**src/sv/crcfs_pkg.sv**
```systemverilog
// shared types and constants of the crc16 frame sync unit
package crcfs_pkg;

  localparam logic [15:0] CRC_POLY = 16'h1021;
  localparam logic [15:0] CRC_INIT = 16'h0000;

  // control of the bit-serial crc unit
  typedef struct packed {
    logic clear;
    logic load;
    logic step;
  } crc_ctrl_t;

endpackage

```
**src/sv/crcfs_ram.sv**
```systemverilog
// generic single write port ram with registered read
module crcfs_ram #(
  parameter int WIDTH = 8,
  parameter int DEPTH = 32
) (
  input  logic                     clk,
  input  logic                     wr_en,
  input  logic [$clog2(DEPTH)-1:0] wr_addr,
  input  logic [WIDTH-1:0]         wr_data,
  input  logic [$clog2(DEPTH)-1:0] rd_addr,
  output logic [WIDTH-1:0]         rd_data
);

  logic [WIDTH-1:0] mem_r [DEPTH];

  // write port
  always_ff @(posedge clk) begin
    if (wr_en) begin
      mem_r[wr_addr] <= wr_data;
    end
  end

  // registered read port
  always_ff @(posedge clk) begin
    rd_data <= mem_r[rd_addr];
  end

endmodule

```
**src/sv/crcfs_crc_bit.sv**
```systemverilog
// bit-serial crc-16 engine, msb first, one bit per cycle while ctrl.step is set
module crcfs_crc_bit
  import crcfs_pkg::*;
(
  input  logic        clk,
  input  crc_ctrl_t   ctrl,
  input  logic [7:0]  byte_in,
  output logic [15:0] crc
);

  logic [15:0] crc_r;
  logic [7:0]  shift_r;
  logic        fb;

  // feedback of the top crc bit against the next data bit
  assign fb  = crc_r[15] ^ shift_r[7];
  assign crc = crc_r;

  // crc register and data shifter
  always_ff @(posedge clk) begin
    if (ctrl.clear) begin
      crc_r <= CRC_INIT;
    end else if (ctrl.step) begin
      crc_r <= {crc_r[14:0], 1'b0} ^ (fb ? CRC_POLY : 16'h0000);
    end
    if (ctrl.load) begin
      shift_r <= byte_in;
    end else if (ctrl.step) begin
      shift_r <= {shift_r[6:0], 1'b0};
    end
  end

endmodule

```
**src/sv/crc16_checked_frame_sync_unit.sv**
```systemverilog
// frame sync unit: start byte hunt, frame buffer, crc-16 check, frame output
// a byte that does not complete a frame is taken and the unit stays idle; a
// completing byte starts a check that loads each body byte and shifts it
// through the crc bit by bit, then compares the two trailer bytes
// a good frame then emits FRAME_BYTES-2 bytes; a bad frame rescans the buffer
// reset (rst_n low, synchronous) empties the buffer and clears start_byte to 0
module crc16_checked_frame_sync_unit
  import crcfs_pkg::*;
#(
  parameter int FRAME_BYTES = 32
) (
  input  logic       clk,
  input  logic       rst_n,
  input  logic       in_valid,
  output logic       in_ready,
  input  logic [7:0] in_rx_byte,
  output logic       out_valid,
  input  logic       out_ready,
  output logic [7:0] out_frame_byte,
  output logic       out_frame_last,
  input  logic       cfg_valid,
  output logic       cfg_ready,
  input  logic [7:0] cfg_start_byte
);

  localparam int AW = $clog2(FRAME_BYTES);
  localparam int CW = $clog2(FRAME_BYTES + 1);
  localparam logic [AW-1:0] HI_OFF   = AW'(FRAME_BYTES - 2);
  localparam logic [AW-1:0] LO_OFF   = AW'(FRAME_BYTES - 1);
  localparam logic [AW-1:0] LAST_IDX = AW'(FRAME_BYTES - 3);
  localparam logic [AW-1:0] TOP_IDX  = AW'(FRAME_BYTES - 1);
  localparam logic [CW-1:0] FULL_CNT = CW'(FRAME_BYTES);

  typedef enum logic [3:0] {
    ST_IDLE,
    ST_CRC_RD,
    ST_CRC_LD,
    ST_CRC_SH,
    ST_HI_RD,
    ST_HI_LD,
    ST_CMP,
    ST_EMIT_RD,
    ST_EMIT_LD,
    ST_EMIT_OUT,
    ST_SCAN_RD,
    ST_SCAN_CMP
  } state_t;

  state_t        state_r;
  logic [7:0]    start_byte_r;
  logic [AW-1:0] head_r;
  logic [CW-1:0] count_r;
  logic [AW-1:0] idx_r;
  logic [2:0]    bit_cnt_r;
  logic [7:0]    got_hi_r;
  logic          out_valid_r;
  logic [7:0]    out_byte_r;
  logic          out_last_r;

  logic          in_acc;
  logic          keep_byte;
  logic          wr_en;
  logic [AW-1:0] wr_addr;
  logic [AW-1:0] rd_addr;
  logic [7:0]    rd_data;
  crc_ctrl_t     crc_ctrl;
  logic [15:0]   crc;
  logic [AW-1:0] head_inc;

  // circular index add, both operands below FRAME_BYTES
  function automatic logic [AW-1:0] add_wrap(input logic [AW-1:0] base,
                                             input logic [AW-1:0] off);
    logic [AW:0] s;
    s = {1'b0, base} + {1'b0, off};
    if (s >= (AW+1)'(FRAME_BYTES)) begin
      s = s - (AW+1)'(FRAME_BYTES);
    end
    return s[AW-1:0];
  endfunction

  // handshake and write side
  assign cfg_ready      = (state_r == ST_IDLE);
  assign in_ready       = (state_r == ST_IDLE);
  assign in_acc         = in_valid && in_ready;
  assign keep_byte      = (count_r != '0) || (in_rx_byte == start_byte_r);
  assign wr_en          = in_acc && keep_byte;
  assign wr_addr        = add_wrap(head_r, count_r[AW-1:0]);
  assign head_inc       = (head_r == TOP_IDX) ? '0 : head_r + AW'(1);
  assign out_valid      = out_valid_r;
  assign out_frame_byte = out_byte_r;
  assign out_frame_last = out_last_r;

  // read address per state
  always_comb begin
    unique case (state_r)
      ST_CRC_RD:  rd_addr = add_wrap(head_r, idx_r);
      ST_HI_RD:   rd_addr = add_wrap(head_r, HI_OFF);
      ST_HI_LD:   rd_addr = add_wrap(head_r, LO_OFF);
      ST_EMIT_RD: rd_addr = add_wrap(head_r, idx_r);
      default:    rd_addr = head_r;
    endcase
  end

  // crc unit control
  always_comb begin
    crc_ctrl.clear = (state_r == ST_IDLE);
    crc_ctrl.load  = (state_r == ST_CRC_LD);
    crc_ctrl.step  = (state_r == ST_CRC_SH);
  end

  crcfs_ram #(
    .WIDTH (8),
    .DEPTH (FRAME_BYTES)
  ) u_store (
    .clk     (clk),
    .wr_en   (wr_en),
    .wr_addr (wr_addr),
    .wr_data (in_rx_byte),
    .rd_addr (rd_addr),
    .rd_data (rd_data)
  );

  crcfs_crc_bit u_crc (
    .clk     (clk),
    .ctrl    (crc_ctrl),
    .byte_in (rd_data),
    .crc     (crc)
  );

  // configuration register
  always_ff @(posedge clk) begin
    if (!rst_n) begin
      start_byte_r <= 8'h00;
    end else if (cfg_valid && cfg_ready) begin
      start_byte_r <= cfg_start_byte;
    end
  end

  // frame sequencer
  always_ff @(posedge clk) begin
    if (!rst_n) begin
      state_r     <= ST_IDLE;
      head_r      <= '0;
      count_r     <= '0;
      idx_r       <= '0;
      bit_cnt_r   <= '0;
      out_valid_r <= 1'b0;
    end else begin
      unique case (state_r)
        ST_IDLE: begin
          if (wr_en) begin
            count_r <= count_r + CW'(1);
            idx_r   <= '0;
            if (count_r + CW'(1) == FULL_CNT) begin
              state_r <= ST_CRC_RD;
            end
          end
        end
        ST_CRC_RD: begin
          state_r <= ST_CRC_LD;
        end
        ST_CRC_LD: begin
          bit_cnt_r <= '0;
          state_r   <= ST_CRC_SH;
        end
        ST_CRC_SH: begin
          bit_cnt_r <= bit_cnt_r + 3'd1;
          if (bit_cnt_r == 3'd7) begin
            if (idx_r == LAST_IDX) begin
              state_r <= ST_HI_RD;
            end else begin
              idx_r   <= idx_r + AW'(1);
              state_r <= ST_CRC_RD;
            end
          end
        end
        ST_HI_RD: begin
          state_r <= ST_HI_LD;
        end
        ST_HI_LD: begin
          got_hi_r <= rd_data;
          state_r  <= ST_CMP;
        end
        ST_CMP: begin
          if ({got_hi_r, rd_data} == crc) begin
            idx_r   <= '0;
            state_r <= ST_EMIT_RD;
          end else begin
            // drop the first byte, then hunt for the next start byte
            head_r  <= head_inc;
            count_r <= count_r - CW'(1);
            state_r <= ST_SCAN_RD;
          end
        end
        ST_EMIT_RD: begin
          state_r <= ST_EMIT_LD;
        end
        ST_EMIT_LD: begin
          out_byte_r  <= rd_data;
          out_last_r  <= (idx_r == LAST_IDX);
          out_valid_r <= 1'b1;
          state_r     <= ST_EMIT_OUT;
        end
        ST_EMIT_OUT: begin
          if (out_ready) begin
            out_valid_r <= 1'b0;
            if (out_last_r) begin
              head_r  <= '0;
              count_r <= '0;
              state_r <= ST_IDLE;
            end else begin
              idx_r   <= idx_r + AW'(1);
              state_r <= ST_EMIT_RD;
            end
          end
        end
        ST_SCAN_RD: begin
          if (count_r == '0) begin
            state_r <= ST_IDLE;
          end else begin
            state_r <= ST_SCAN_CMP;
          end
        end
        ST_SCAN_CMP: begin
          if (rd_data == start_byte_r) begin
            state_r <= ST_IDLE;
          end else begin
            head_r  <= head_inc;
            count_r <= count_r - CW'(1);
            state_r <= ST_SCAN_RD;
          end
        end
        default: begin
          state_r <= ST_IDLE;
        end
      endcase
    end
  end

endmodule

```
**config.mk**
```make
export PLATFORM = sky130hd
export DESIGN_NAME = crc16_checked_frame_sync_unit
export DESIGN_NICKNAME = d
export VERILOG_FILES = /design/src/sv/crcfs_pkg.sv /design/src/sv/crcfs_ram.sv /design/src/sv/crcfs_crc_bit.sv /design/src/sv/crc16_checked_frame_sync_unit.sv
export SDC_FILE = /design/constraint.sdc
export NUM_CORES = 1
export LEC_CHECK = 0
export BUFFER_PORTS_ARGS = -buffer_cell sky130_fd_sc_hd__buf_2
export CORE_ASPECT_RATIO = 1.25
export CORE_MARGIN = 5
export CORE_UTILIZATION = 50
export CTS_CLUSTER_DIAMETER = 150
export CTS_CLUSTER_SIZE = 30
export DETAILED_ROUTE_END_ITERATION = 8
export GPL_ROUTABILITY_DRIVEN = 0
export PLACE_DENSITY_LB_ADDON = 0.3
export SLEW_MARGIN = 15
export SYNTH_ARGS = -nofsm -noshare
export SYNTH_HDL_FRONTEND = slang
export SYNTH_HIERARCHICAL = 1
export SYNTH_SLANG_ARGS = --single-unit
```
**constraint.sdc**
```tcl
create_clock -name clk -period 4.35 [get_ports clk]
set_input_delay 0.435 -clock clk [delete_from_list [all_inputs] [get_ports clk]]
set_output_delay 0.435 -clock clk [all_outputs]
set_load 0.05 [all_outputs]
```
==> results of run 1 <==
[cells by family after synthesis]
family / count (synthesis) / share of synthesized area, %
AOI/OAI and AO/OA: 92 / 4.60
xor gates and xnor gates: 43 / 2.60
adders and majority gates: 20 / 1.83
buffers and inverters: 68 / 2.35
DFF: 337 / 65.9
muxes: 118 / 15.2
and+or+nand+nor: 211 / 7.52
[worst paths after layout]
kind	startpoint	endpoint	slack, ns	depth (start not counted)
worst min-delay path	cfg_start_byte[3]	start_byte_r[3]	0.19	3
worst max register to register	state_r[0]	u_store/rd_data[4]	0.65	14
worst min register to register	bit_cnt_r[2]	bit_cnt_r[2]	0.50	2
worst max-delay path	state_r[0]	u_store/rd_data[4]	0.65	14
[through the flow]
step / cell area (sq um) / cells
after floorplan: 14500 / 889
after global placement: 15200 / 1296
after detailed placement: 15200 / 1296
after CTS: 15600 / 1321
after global routing: 15600 / 1321
final: 15600 / 1321
[flip-flops by register name (all words and copies together) (netlist names), 6 cells and up]
signal,cells
u_store/mem_r,256
u_crc/crc,16
got_hi_r,8
out_frame_byte,8
start_byte_r,8
u_crc/shift_r,8
u_store/rd_data,8
count_r,6
[area by class of cell]
type / instances / area (sq um)
fill: 2221 / 12900
sequential: 337 / 9560
multi-input combinational: 484 / 4630
tap: 390 / 488
timing repair buffer: 66 / 453
clock buffer: 24 / 409
inverter: 19 / 71.3
clock inverter: 1 / 30.0
[cell usage in the layout (no fill, tap or decap), types with 5 or more instances in the layout]
master | netlist | layout
buf_2 | 5 | 32
a21o_1 | 5 | 5
nor4_1 | 8 | 8
nand2_1 | 43 | 43
a21oi_1 | 27 | 27
mux2_2 | 17 | 16
a31oi_1 | 6 | 6
xnor2_1 | 14 | 14
ha_1 | 18 | 18
nand3_1 | 25 | 25
clkbuf_16 | 0 | 15
inv_1 | 18 | 18
and3_1 | 5 | 5
nor2_1 | 69 | 69
and2_1 | 5 | 5
xor2_1 | 29 | 29
dfxtp_1 | 56 | 56
clkbuf_1 | 22 | 9
mux4_2 | 80 | 80
edfxtp_1 | 281 | 281
mux2i_1 | 21 | 21
or3_1 | 7 | 7
o21ai_0 | 9 | 7
buf_4 | 8 | 31
nand4_1 | 5 | 5
nand3b_1 | 7 | 7
[power groups by stage]
stage	logic (mW)	registers, mW	clock network (mW)
finish	0.630	3.71	1.63
global route	0.679	3.72	1.77
CTS	0.629	3.71	1.67
detailed placement	0.628	3.78	0
global placement	0.617	3.78	0
floorplan	0.458	3.71	0
[per-layer routing]
metal	vias up	track usage [%]
met3	22	1.91
li1	3533	-
met1	4059	25.6
met2	201	34.0
met4	0	3.20
met5	-	0
[critical path: stages (launching register included)]
cell,delay [ns]
dfxtp_1,0.37
inv_2,0.07
nor2_1,0.16
nand2_1,0.15
or3_1,0.34
ha_1,0.21
inv_1,0.07
fa_1,0.19
xnor2_1,0.12
a31oi_1,0.13
o21ai_4,0.17
buf_12,0.34
mux4_2,0.40
mux4_2,0.56
mux2_2,0.29
==> impl_metrics.tcl, run 1 <==
set metrics [dict create \
    status "completed" \
    htreeDepth 1 \
    initial_core_util_pct 50.8 \
    antenna_cells 0 \
    hold_buffers 0 \
    antenna_found_initial 0 \
    tns_ns 0 \
    min_path_type "input pin to register" \
    end_kind "register" \
    leakagePower_nw 4.97 \
    first_iter_violations 689 \
    fin_skew_ns 0.0441 \
    routedWlPerCell_um 23.3 \
    rsz0062_at_grt "no" \
    dieArea_sq_um 32500 \
    yosysSeqAreaShare_pct 65.9 \
    clockBufferDepth 3 \
    worstSkewPairLatency_ns 0.51 \
    post_cts_resized 0 \
    max_freq_ghz 0.270 \
    startpoint_type "register" \
    dp_slack_ns 0.675 \
    grt_pass1_vias 7907 \
    async_flop_share_pct 0 \
    cts_setup_buffers 0 \
    total_power_mw 5.97 \
    power.share.clock_pct 27.2 \
    p_switching_mw 1.45 \
    hold_viol_final 0 \
    final_core_util_pct 54.7 \
    root_buffer "clkbuf_16" \
    synth_area_sq_um 14500 \
    cap_viol_max_count 0 \
    antenna_left 0 \
    setup-violations-final 0 \
    worst_pin_slew_ns 0.908 \
    critPathKind "register to register" \
    core.rowCount 69 \
    syn_nets 930 \
    hpwl_mm 21.2 \
    synth_flop_cell "edfxtp_1" \
    yosys.area.top_type "edfxtp_1" \
    wl_met3_mm 1.37 \
    pwr-share-comb_pct 10.6 \
    avgSynthCellArea_sq_um 16.3 \
    core_sq_um 28600 \
    cp.required_ns 4.75 \
    port_buffers 32 \
    clk_pin_slew_ns 0.13 \
    arrival_ns 4.10 \
    final_max_slew_viol_count 0 \
    synth-edff-count 281 \
    fin_nets 964 \
    synth_cell_types 80 \
    postRouteWirelength_mm 30.8 \
    areaGrowthSynthToFinish_pct 7.83 \
    yosys-top-cells-count "edfxtp_1 (281), mux4_2 (80), nor2_1 (69)" \
    seq_power_share_pct 62.2 \
    highest_layer "met4" \
    synth_area_leaders "edfxtp_1 (58%), mux4_2 (12%), dfxtp_1 (7.7%), nor2_1 (1.8%), xor2_1 (1.8%)" \
    grt_start_max_net_pins 65 \
    grt_use_total_pct 19.0 \
    die_w_um 162 \
    post-route-period-util_pct 85.2 \
    slew_headroom_pct 39.3 \
    fin_ws_ns 0.645 \
    cts.sink_count 337 \
    grt-ovfl-total 0 \
    ys_ff_latch 337 \
    drcViolationCount 0 \
    yosysMostFrequentCell "edfxtp_1" \
    die_h_um 200 \
    wl_met2_mm 16.2 \
    via_per_inst 5.92 \
    grt_pass1_wl_mm 47.9 \
    whs_ns 0.192 \
    firstDrtPassIters 5 \
    cts_tree "done" \
    netlist.area_leader.share_pct 58.2 \
    yosysWarnings 6 \
    postSynthCellCount 889 \
    powerDensity_nw_per_um2 381 \
    peakVddDrop_mv 0.232 \
    p_int_mw 4.51 \
    cts_buffers 15 \
    period_needed_ns 3.70 \
    vias 7815 \
    netSwitchingFraction_pct 24.3 \
    critPathMaxFanout 64 \
    met1_length_mm 12.8 \
    drive_gt1_share_pct 21.8 \
    ios 33 \
]
(Power assumes the default switching activity.)
==> run 2, diff against run 1 <==
==> constraint.sdc (replaced) <==
create_clock -name clk -period 4.35 [get_ports clk]
set_input_delay 0.2175 -clock clk [delete_from_list [all_inputs] [get_ports clk]]
set_output_delay 0.2175 -clock clk [all_outputs]
set_load 0.05 [all_outputs]
==> run 2 against run 1 <==
  * Count of clock-buffer cells in the layout unchanged
  * Power down 0.16%
  * Combinational power down 2%
  * Sequential share of layout area down 0.35 points
  * Sequential power about the same
  * Sequential cell count unchanged
==> impl_metrics.tcl, run 2 (same netlist as run 1, synthesis figures left out) <==
set metrics [dict create \
    port_buffers 32 \
    worst_pin_slew_ns 1.12 \
    initial_core_util_pct 50.8 \
    leakagePower_nw 5.01 \
    hold_buffers 8 \
    max_freq_ghz 0.269 \
    areaGrowthSynthToFinish_pct 8.45 \
    finalNonFillerCells 1331 \
    worstSkewPairLatency_ns 0.53 \
    setup-violations-final 0 \
    drive_gt1_share_pct 21.7 \
    drcViolationCount 0 \
    holdPathEnd "start_byte_r[1]" \
    r2r_slack_ns 0.63 \
    post_cts_resized 0 \
    hold_viol_final 0 \
    final_max_slew_viol_count 0 \
    ios 33 \
    hpwl_mm 20.6 \
    min_path_type "input pin to register" \
    grt_start_max_net_pins 65 \
    die_h_um 200 \
    core.rowCount 69 \
    arrival_ns 4.13 \
    rsz0062_at_grt "no" \
    r2r-start "state_r[0]" \
    cp.required_ns 4.76 \
    slew_headroom_pct 24.6 \
    grt_use_total_pct 18.6 \
    first_iter_violations 566 \
    total_power_mw 5.96 \
    status "completed" \
    hp-start "cfg_valid" \
    r2r-end "u_store/rd_data[6]" \
    root_buffer "clkbuf_16" \
    critPathKind "register to register" \
    via_per_inst 5.89 \
    period_needed_ns 3.72 \
    end_kind "register" \
    postRouteWirelength_mm 30.4 \
    core_sq_um 28600 \
    dp_cells 1298 \
    grt_pass1_wl_mm 47.4 \
    powerDensity_nw_per_um2 379 \
    startpoint_type "register" \
    antenna_found_initial 0 \
    cts_setup_buffers 0 \
    fin_nets 974 \
    vias 7833 \
    post-route-period-util_pct 85.4 \
    largest_register_ffs 256 \
    cts.sink_count 337 \
    r2r_cells 14 \
    firstDrtPassIters 5 \
    antenna_cells 0 \
    dieArea_sq_um 32500 \
    clk_pin_slew_ns 0.13 \
    cts_tree "done" \
    fin_skew_ns 0.0445 \
    grt_pass1_vias 7933 \
    tns_ns 0 \
    grt-ovfl-total 0 \
    cap_viol_max_count 0 \
    clockBufferDepth 3 \
    critPathMaxFanout 64 \
    whs_ns 0.0654 \
    htreeDepth 1 \
    top_register "u_store/mem_r" \
    routedWlPerCell_um 22.8 \
    peakVddDrop_mv 0.276 \
    final_cell_mix "edfxtp_1 (281), mux4_2 (80), nor2_1 (69), dfxtp_1 (56), nand2_1 (43)" \
    cts_buffers 15 \
    final_common_cell "edfxtp_1" \
    die_w_um 162 \
    antenna_left 0 \
    hold_depth 3 \
]
## run 2: changes by cell type in the layout (fill, tap and decap cells not counted), sizes merged
| cell | previous run | this run |
|---|---|---|
| dlygate4sd3 | 0 | 8 |
| buf | 66 | 68 |
## run 2: layout make-up
| type | count | area, sq um |
|---|---|---|
| fill | 2220 | 12800 |
| sequential | 337 | 9560 |
| multi-input combinational | 484 | 4620 |
| timing repair buffer | 76 | 548 |
| tap | 390 | 488 |
| clock buffer | 24 | 409 |
| inverter | 19 | 71.3 |
| clock inverter | 1 | 30.0 |
## run 2: critical path, stage by stage, from the launching register on
cell     delay (ns)
dfxtp_1        0.38
inv_2          0.07
nor2_1         0.15
nand2_1        0.15
or3_1          0.34
ha_1           0.20
inv_1          0.07
fa_1           0.20
xnor2_1        0.12
a31oi_1        0.14
o21ai_4        0.18
buf_12         0.35
mux4_2         0.40
mux4_2         0.54
mux2_2         0.28
## run 2: report_power, final
group          leakage, nW  internal (mW)  switching [mW]
Sequential            2.98           3.59           0.119
Clock                0.207          0.673           0.954
Combinational         1.82          0.253           0.368
## run 2: how the worst max path moves through the flow
| stage | from | endpoint | slack, ns | depth (start not counted) |
|---|---|---|---|---|
| final | state_r[0] | u_store/rd_data[6] | 0.63 | 14 |
| after global routing | state_r[0] | u_store/rd_data[4] | 0.50 | 14 |
| after CTS | state_r[0] | u_store/rd_data[6] | 0.66 | 14 |
| after detailed placement | state_r[0] | u_store/rd_data[6] | 0.70 | 14 |
| after global placement | state_r[0] | u_store/rd_data[4] | 0.73 | 14 |
| after floorplan | state_r[2] | u_store/rd_data[0] | 0.43 | 16 |
## run 2: layer usage
| layer | part of all wire [%] | wire length [um] | track usage, % | up-vias |
|---|---|---|---|---|
| met3 | 5.4 | 1630 | 2.30 | 36 |
| li1 | - | - | - | 3554 |
| met2 | 52 | 15700 | 32.4 | 248 |
| met5 | 0 | 0 | 0 | - |
| met1 | 41 | 12400 | 25.2 | 3995 |
| met4 | 2.3 | 698 | 4.38 | 0 |
## run 2: stage by stage
| stage | setup slack [ns] | utilization (%) | area, sq um |
|---|---|---|---|
| after floorplan | 0.431 | - | 14500 |
| after global placement | 0.727 | 53.2 | 15200 |
| after detailed placement | 0.703 | 53.2 | 15200 |
| after CTS | 0.655 | 55.0 | 15700 |
| after global routing | 0.497 | 55.0 | 15700 |
| final | 0.634 | 55.0 | 15700 |
